File: src/sv/omw_pkg.sv
// ----------------------------------------------------------------------------
// omw_pkg: shared types and constants for the ordinate weight mapper
// Fixed field widths, fixed-point constants, sequencer states, register codes
// and the request and status bundles of the serial divider.
// ----------------------------------------------------------------------------
package omw_pkg;

    // Field widths
    localparam int COS_W   = 16;   // Q2.14 cosine
    localparam int WGT_W   = 24;   // Q8.16 weight
    localparam int IDX_W   = 6;    // entry index field
    localparam int OWGT_W  = 32;   // Q16.16 result weight
    localparam int SIZE_W  = 7;    // set_size register
    localparam int TOL_W   = 29;   // coincide_tol register
    localparam int CFG_A_W = 3;    // configuration register index
    localparam int CFG_D_W = 29;   // configuration write data

    // Stream payload widths
    localparam int IN_DATA_W  = 80;
    localparam int OUT_DATA_W = 40;

    // Dot product and distance arithmetic
    localparam int DOT_W  = 31;
    localparam int ACC_W  = 2 * COS_W + 2;
    localparam int DIST_W = 29;
    localparam int P_W    = 2 * DIST_W - 1;    // distance product, at most 2^56
    localparam int SUM_W  = P_W + 1;
    localparam int SHARE_W = 33;               // Q1.32 share, up to 1.0
    localparam int MUL_W  = 34;                // signed operand of shared multiplier
    localparam int MULP_W = 2 * MUL_W;
    localparam int NUM_W  = 57;                // weight times share

    localparam logic signed [ACC_W-1:0] DOT_MAX = ACC_W'(64'sd1073741823);
    localparam logic signed [ACC_W-1:0] DOT_MIN = ACC_W'(-64'sd1073741824);
    localparam logic signed [DOT_W-1:0] DOT_NEG_ONE = DOT_W'(-64'sd268435456);
    localparam logic signed [DOT_W-1:0] DOT_ONE = DOT_W'(64'sd268435456);
    localparam logic [SHARE_W-1:0] SHARE_ONE = {1'b1, {(SHARE_W-1){1'b0}}};
    localparam logic [OWGT_W-1:0]  WGT_SAT   = '1;

    // Serial divider
    localparam int DIV_R_W = SUM_W;            // divisor and remainder width
    localparam int DIV_Q_W = NUM_W - 16;       // quotient and dividend width
    localparam int STEP_W  = 6;
    localparam logic [STEP_W-1:0] SHARE_STEPS  = STEP_W'(SHARE_W);
    localparam logic [STEP_W-1:0] WEIGHT_STEPS = STEP_W'(DIV_Q_W);

    typedef struct packed {
        logic                start;
        logic [DIV_R_W-1:0]  rem_init;
        logic [DIV_R_W-1:0]  divisor;
        logic [DIV_Q_W-1:0]  dividend;
        logic [STEP_W-1:0]   steps;
    } t_div_req;

    typedef struct packed {
        logic busy;
        logic done;
    } t_div_stat;

    // Input opcodes
    typedef enum logic {
        OP_LOAD = 1'b0,
        OP_MAP  = 1'b1
    } t_opcode;

    // Configuration register indexes
    typedef enum logic [CFG_A_W-1:0] {
        CFG_INTERP     = 3'd0,
        CFG_ONE_D      = 3'd1,
        CFG_START_DIRS = 3'd2,
        CFG_SET_SIZE   = 3'd3,
        CFG_TOL        = 3'd4
    } t_cfg_reg;

    // Sequencer states
    typedef enum logic [4:0] {
        ST_IDLE,
        ST_RD,
        ST_M0,
        ST_M1,
        ST_M2,
        ST_M3,
        ST_RANK,
        ST_DIST,
        ST_P0,
        ST_P1,
        ST_P2,
        ST_SUM,
        ST_SDIV,
        ST_SWAIT,
        ST_WRD,
        ST_WMUL,
        ST_WDIV,
        ST_WWAIT,
        ST_OUT
    } t_state;

endpackage

File: src/sv/omw_divider.sv
// ----------------------------------------------------------------------------
// omw_divider: restoring serial divider
// One quotient bit per cycle; the remainder starts from a given value and the
// dividend bits are shifted in from the top for a given number of steps.
// ----------------------------------------------------------------------------
module omw_divider (
    input  logic                                i_clk,
    input  logic                                i_rst_n,
    input  omw_pkg::t_div_req                   i_req,
    output omw_pkg::t_div_stat                  o_stat,
    output logic [omw_pkg::DIV_Q_W-1:0]         o_quot
);

    logic [omw_pkg::DIV_R_W-1:0] r_rem;
    logic [omw_pkg::DIV_R_W-1:0] r_div;
    logic [omw_pkg::DIV_Q_W-1:0] r_dvd;
    logic [omw_pkg::DIV_Q_W-1:0] r_quot;
    logic [omw_pkg::STEP_W-1:0]  r_cnt;
    logic                        r_busy;
    logic                        r_done;

    logic [omw_pkg::DIV_R_W:0]   trial;
    logic [omw_pkg::DIV_R_W:0]   diff;
    logic                        fits;

    // Trial subtract of the divisor from the shifted remainder
    always_comb begin
        trial = {r_rem, r_dvd[omw_pkg::DIV_Q_W-1]};
        diff  = trial - {1'b0, r_div};
        fits  = (trial >= {1'b0, r_div});
    end

    // Advance one quotient bit per cycle
    always_ff @(posedge i_clk) begin
        if (!i_rst_n) begin
            r_busy <= 1'b0;
            r_done <= 1'b0;
            r_cnt  <= '0;
        end else if (i_req.start) begin
            r_rem  <= i_req.rem_init;
            r_div  <= i_req.divisor;
            r_dvd  <= i_req.dividend;
            r_quot <= '0;
            r_cnt  <= i_req.steps;
            r_busy <= 1'b1;
            r_done <= 1'b0;
        end else if (r_busy) begin
            r_rem  <= fits ? diff[omw_pkg::DIV_R_W-1:0] : trial[omw_pkg::DIV_R_W-1:0];
            r_quot <= {r_quot[omw_pkg::DIV_Q_W-2:0], fits};
            r_dvd  <= {r_dvd[omw_pkg::DIV_Q_W-2:0], 1'b0};
            r_cnt  <= r_cnt - 1'b1;
            if (r_cnt == omw_pkg::STEP_W'(1)) begin
                r_busy <= 1'b0;
                r_done <= 1'b1;
            end
        end
    end

    assign o_stat.busy = r_busy;
    assign o_stat.done = r_done;
    assign o_quot      = r_quot;

endmodule

File: config.mk
export PLATFORM = sky130hd
export DESIGN_NAME = omw_divider
export DESIGN_NICKNAME = d
export VERILOG_FILES = /design/src/sv/omw_pkg.sv /design/src/sv/omw_divider.sv
export SDC_FILE = /design/constraint.sdc
export NUM_CORES = 1
export LEC_CHECK = 0
export BUFFER_PORTS_ARGS = -buffer_cell sky130_fd_sc_hd__buf_2
export CORE_MARGIN = 2
export CORE_UTILIZATION = 50
export DETAILED_ROUTE_END_ITERATION = 6
export PLACE_DENSITY = 0.77
export RECOVER_POWER = 50
export SYNTH_ARGS = -nofsm -noshare
export SYNTH_HDL_FRONTEND = slang
export SYNTH_SLANG_ARGS = --single-unit
File: constraint.sdc
create_clock -name i_clk -period 5.5 [get_ports i_clk]
set_input_delay 1.1 -clock i_clk [delete_from_list [all_inputs] [get_ports i_clk]]
set_output_delay 1.1 -clock i_clk [all_outputs]
set_load 0.01 [all_outputs]
# == Word level (Yosys, flattened, before mapping) ==
# Cells that the tools add are included.
# word_totals
output_inout_bits,43
mem_count,0
ramBits,0
romBits,0
register_bits,206
wordCells,28
latch_bits,0
# classes
add_sub_neg,2
n_bitwise,1
div,0
n_reduce_logical,5
n_eq_ne,1
mux,11
n_lt_le_gt_ge,1
n_shift,0
n_mul,0
# ops
op,n
$mux 58,3
$mux 41,3
$ge 59x58->1,1
$sub 58x58->58,1
$mux 6,2
$eq 6x1->1 const B,1
$reduce_and 2->1,3
$sub 6x1->6 const B,1
$mux 1,3
$reduce_bool 2->1,1
$reduce_or 2->1,1
$not 1->1,1

# == Logic depth before layout (Yosys ltp) ==
# depth
word_depth,4
depth_mapped,17

# == Worst setup path after synthesis ==
# No wires, ideal clock.
# synth_path
path_kind,input to register
start,in i_req[163] in the netlist's numbering
end,"reg r_quot (netlist bit o_quot[0]), enable pin"
n_path_buf,2
stages,4
slack_ns,0.505
required_time_ns,5.008
setup_time_ns,0.492
t_arrival_ns,4.502
cell_sequence,clkbuf_1 > clkbuf_1 > o21ai_0 > inv_1
# synth_between
elab_chain_len,2
# synth_lines
element,line_no,text
"start, declared",omw_divider.sv:9,"input omw_pkg::t_div_req i_req,"
$reduce_bool 2->1 (no line),-,
$reduce_and 2->1 (no line),-,
"end signal, assigned",omw_divider.sv:49,"r_quot <= {r_quot[omw_pkg::DIV_Q_W-2:0], fits};"
"end, declared",omw_divider.sv:17,logic [omw_pkg::DIV_Q_W-1:0] r_quot;
# No other way between the ends.
# A chain may end at the register's enable or synchronous reset.

# == Worst setup path in the final report ==
# layout_path
start,reg r_rem[20] in the netlist's numbering
end,reg r_rem[11] in the netlist's numbering (data pin)
# layout_between
elab_chain_len,4
# layout_lines
element,line_no,text
"start, declared",omw_divider.sv:14,logic [omw_pkg::DIV_R_W-1:0] r_rem;
"start signal, assigned",omw_divider.sv:40,r_rem <= i_req.rem_init;
"start signal, assigned",omw_divider.sv:48,r_rem <= fits ? diff[omw_pkg::DIV_R_W-1:0] : trial[omw_pkg::DIV_R_W-1:0];
$ge 59x58->1,omw_divider.sv:30,"fits = (trial >= {1'b0, r_div});"
$mux 58,omw_divider.sv:48,
$mux 58,omw_divider.sv:47,end else if (r_busy) begin
$mux 58,omw_divider.sv:39,end else if (i_req.start) begin
# No other way between the ends. The select of a mux whose other input is x is not followed.

==> impl_results.md <==
* Clock tree from TritonCTS: yes
* Insertion delay of the later-clocked pin in the worst-skew pair at 0.54 ns
* Fraction of layout cells with a size suffix above 1 at 24.4%
* Most area-consuming cells after synthesis: sky130_fd_sc_hd__edfxtp_1 50%, sky130_fd_sc_hd__mux2_2 8.0%, sky130_fd_sc_hd__ha_1 6.3%
* Number of flip-flops and latches in the synthesized netlist at between 200 and 250
* Final hold vios at 0
* Post-route cell area at 0.0140 mm2
* Slowest cell delay on critical path at 0.75 ns
* Number of clock buffers inserted by TritonCTS at 24
* DR vias at 8836
* Power density cells at 342 mW/mm2
* Measured slew at the worst slew-check pin at approximately 1.8 ns
* Placer's final routability congestion estimate at 1.01
* P&R area growth vs syn at 16.9%
* Largest area contributor in the netlist: sky130_fd_sc_hd__edfxtp_1
* Data arrival, critical path at 4.27 ns
* Relative slew margins at -16.9%
* Maximum clock skew at final layout at 0.0162 ns
* Library cell with the highest instance count after synthesis: sky130_fd_sc_hd__edfxtp_1
* First-pass GRT wire length at 45.8 mm
* Largest fanout on the critical path at 74
* # Post-CTS Setup Buffers at 0
* Post-Synthesis Mean Instance Area at 11.1 um2
* Crit end category: register
* Static Leakage at between 5 and 6 nW
* Critical Setup Path Class: reg -> reg
* Worst endpoint required time at 5.77 ns
* Tcrit/Tclk final at 72.7%
* Violations in the final reports: capacitance limit, slew limit
* Total number of yosys warnings at 0
* Count of buffer and inverter cells on the critical path at 1
* H-tree Lvls at 1
* Height of the chip at 159 um
* Post-cts sizing count at 0
* DR pass1 iterations at 5
* Avg Vias per Cell at 5.50
* Library cell used as clock root buffer: sky130_fd_sc_hd__clkbuf_16
* ANT nets after route at 0
* Number of global-route vias before repair at 8977
* Total wire length after detailed routing at 28.0 mm
* Cell with the largest stage delay on the worst path: sky130_fd_sc_hd__o21ai_4
* Max cap viols at 1
* Number of sinks on the clock net at 206
* Mapped Nets at approximately 1300
* Synth Instances at 1075
* Width of the die at about 160 um
* Initial Util at 51.0%
* Largest voltage drop on the vdd net at around 0.25 mV
* Synth top area share at 49.6%
* Final-stage net count at around 1500
* Drt first-iter violations at 580
* Min-Delay Path Class: reg -> reg
* Overall power of the completed layout at 4.79 mW
* Flip-flop cell with the highest count after synthesis: sky130_fd_sc_hd__edfxtp_1
* CTS Hold Bufs at 0
* Number of I/O port buffers at 208
* Global-route total usage across every layer at 22.1%
* Average routed wire per standard cell at 17.4 um
* Period minus WS final at 4.00 ns
* Share of the core filled with cells in the final layout at 59.7%
* Ordered cell list for the critical path: ha_1, nand4_1, nor4_1, o2111ai_1, and3_4, o21bai_4, a21oi_4, o21ai_4, buf_12, a21oi_1, mux2_2
* Max clock buf depth at 3
* Count of flip-flops with a built-in enable after synthesis at 198
* Nature of the critical path startpoint: register
* Cell area reported after detailed placement at between 0.01 and 0.015 mm2
* Max Slew Vio Count at 85
* Highest clock rate at 250 MHz
* Post-DP HPWL at around 20 mm
* Final sum of negative setup slack at 0 ns
* Total setup violations reported at the end of the flow at 0
* Total DRC errors in the routed layout at 0
* Number of distinct library cell variants in the gate-level netlist after synthesis at 63
* Result of the run: finished with violations
* Global-route congestion overflow total at 0
* Die Footprint at 0.0252 mm2
* Fraction of the yosys area taken by sequential cells at between 50 and 60%
* Number of antenna violations at the first check in global routing at 7
* I/O pin count at roughly 210
* Post-synth design cell area at 0.0120 mm2
* RSZ-0062 raised after global routing: false
* Asr flop ratio synth at 0%
* Row Count at 56
* Area of the core at 0.0235 mm2
* Maximum number of pins on one net before global-route repair at 85
* Dominant delay contributor by cell family on the critical path: compound AO/OA/AOI/OAI gates
* Clock transition at the register clock pins on the worst setup and hold paths after CTS at 0.06 ns
* Most used standard cells in the synthesized netlist: 198 x sky130_fd_sc_hd__edfxtp_1, 112 x sky130_fd_sc_hd__a21oi_1, 85 x sky130_fd_sc_hd__mux2_2
## cell families after synthesis
logic type,synth area share (%)
and+or+nand+nor,11.1
AOI/OAI and AO/OA,13.9
DFF,51.0
buffers and inverters,4.72
muxes,8.66
adders and majority gates,6.43
xor gates and xnor gates,4.24
## area by class of cell
| type | count | area, um2 |
|---|---|---|
| antenna | 5 | 12.5 |
| clock buffer | 25 | 604 |
| clock inverter | 19 | 229 |
| fill | 1976 | 9460 |
| inverter | 75 | 284 |
| multi-input combinational | 744 | 5320 |
| sequential | 206 | 6110 |
| tap | 319 | 399 |
| timing repair buffer | 214 | 1050 |
## worst register-to-register path, stage by stage, from the launching register on
cell and delay [ns]:
sky130_fd_sc_hd__edfxtp_1 0.40, sky130_fd_sc_hd__ha_1 0.47, sky130_fd_sc_hd__nand4_1 0.17, sky130_fd_sc_hd__nor4_1 0.37
sky130_fd_sc_hd__o2111ai_1 0.19, sky130_fd_sc_hd__and3_4 0.24, sky130_fd_sc_hd__o21bai_4 0.19, sky130_fd_sc_hd__a21oi_4 0.11
sky130_fd_sc_hd__o21ai_4 0.75, sky130_fd_sc_hd__buf_12 0.38, sky130_fd_sc_hd__a21oi_1 0.18, sky130_fd_sc_hd__mux2_2 0.30
## layout by cell type, fill, tap and decap left out, types with 29 or more instances in the layout
cell type and count:
sky130_fd_sc_hd__o21ai_0 29, sky130_fd_sc_hd__inv_1 74, sky130_fd_sc_hd__buf_2 164, sky130_fd_sc_hd__clkbuf_1 45, sky130_fd_sc_hd__nor2_1 77, sky130_fd_sc_hd__ha_1 60
sky130_fd_sc_hd__mux2_2 85, sky130_fd_sc_hd__a21oi_1 112, sky130_fd_sc_hd__a21o_1 35, sky130_fd_sc_hd__edfxtp_1 198, sky130_fd_sc_hd__xnor2_1 33, sky130_fd_sc_hd__nor2b_1 50
sky130_fd_sc_hd__nand2_1 60
## metal layers
metal  part of all wire [%]  GRT usage [%]
met5                  0.097              0
met2                     45           35.5
met1                     43           28.4
met3                    8.5           7.13
met4                    3.2           7.01
## power by group
part / leakage [nW] / switching [mW] / internal, mW
Clock: 0.406 / 0.680 / 0.996
Combinational: 3.38 / 0.650 / 0.517
Sequential: 1.95 / 0.0597 / 1.89
Total: 5.74 / 1.39 / 3.40
## sequential cells by signal, summed over array words and instances, names as in the netlist
| name | count |
|---|---|
| r_busy | 1 |
| r_dvd | 41 |
| r_div | 58 |
| r_done | 1 |
| o_quot | 41 |
| r_cnt | 6 |
| r_rem | 58 |
## worst paths after layout
kind	startpoint	end	slack [ns]	cells after the start
min	r_dvd[23]	r_dvd[24]	0.54	1
min reg2reg	r_dvd[23]	r_dvd[24]	0.54	1
max reg2reg	r_rem[20]	r_rem[11]	1.50	11
max	r_rem[20]	r_rem[11]	1.50	11
## through the flow
step	cells	hold slack, ns	worst slack, ns
floorplan	1075	0.515	0.505
global placement	1558	0.529	1.77
detailed placement	1558	0.534	1.54
CTS	1602	0.548	1.51
global route	1602	0.560	1.08
finish	1607	0.542	1.50
Power figures use the tool's default switching activity.
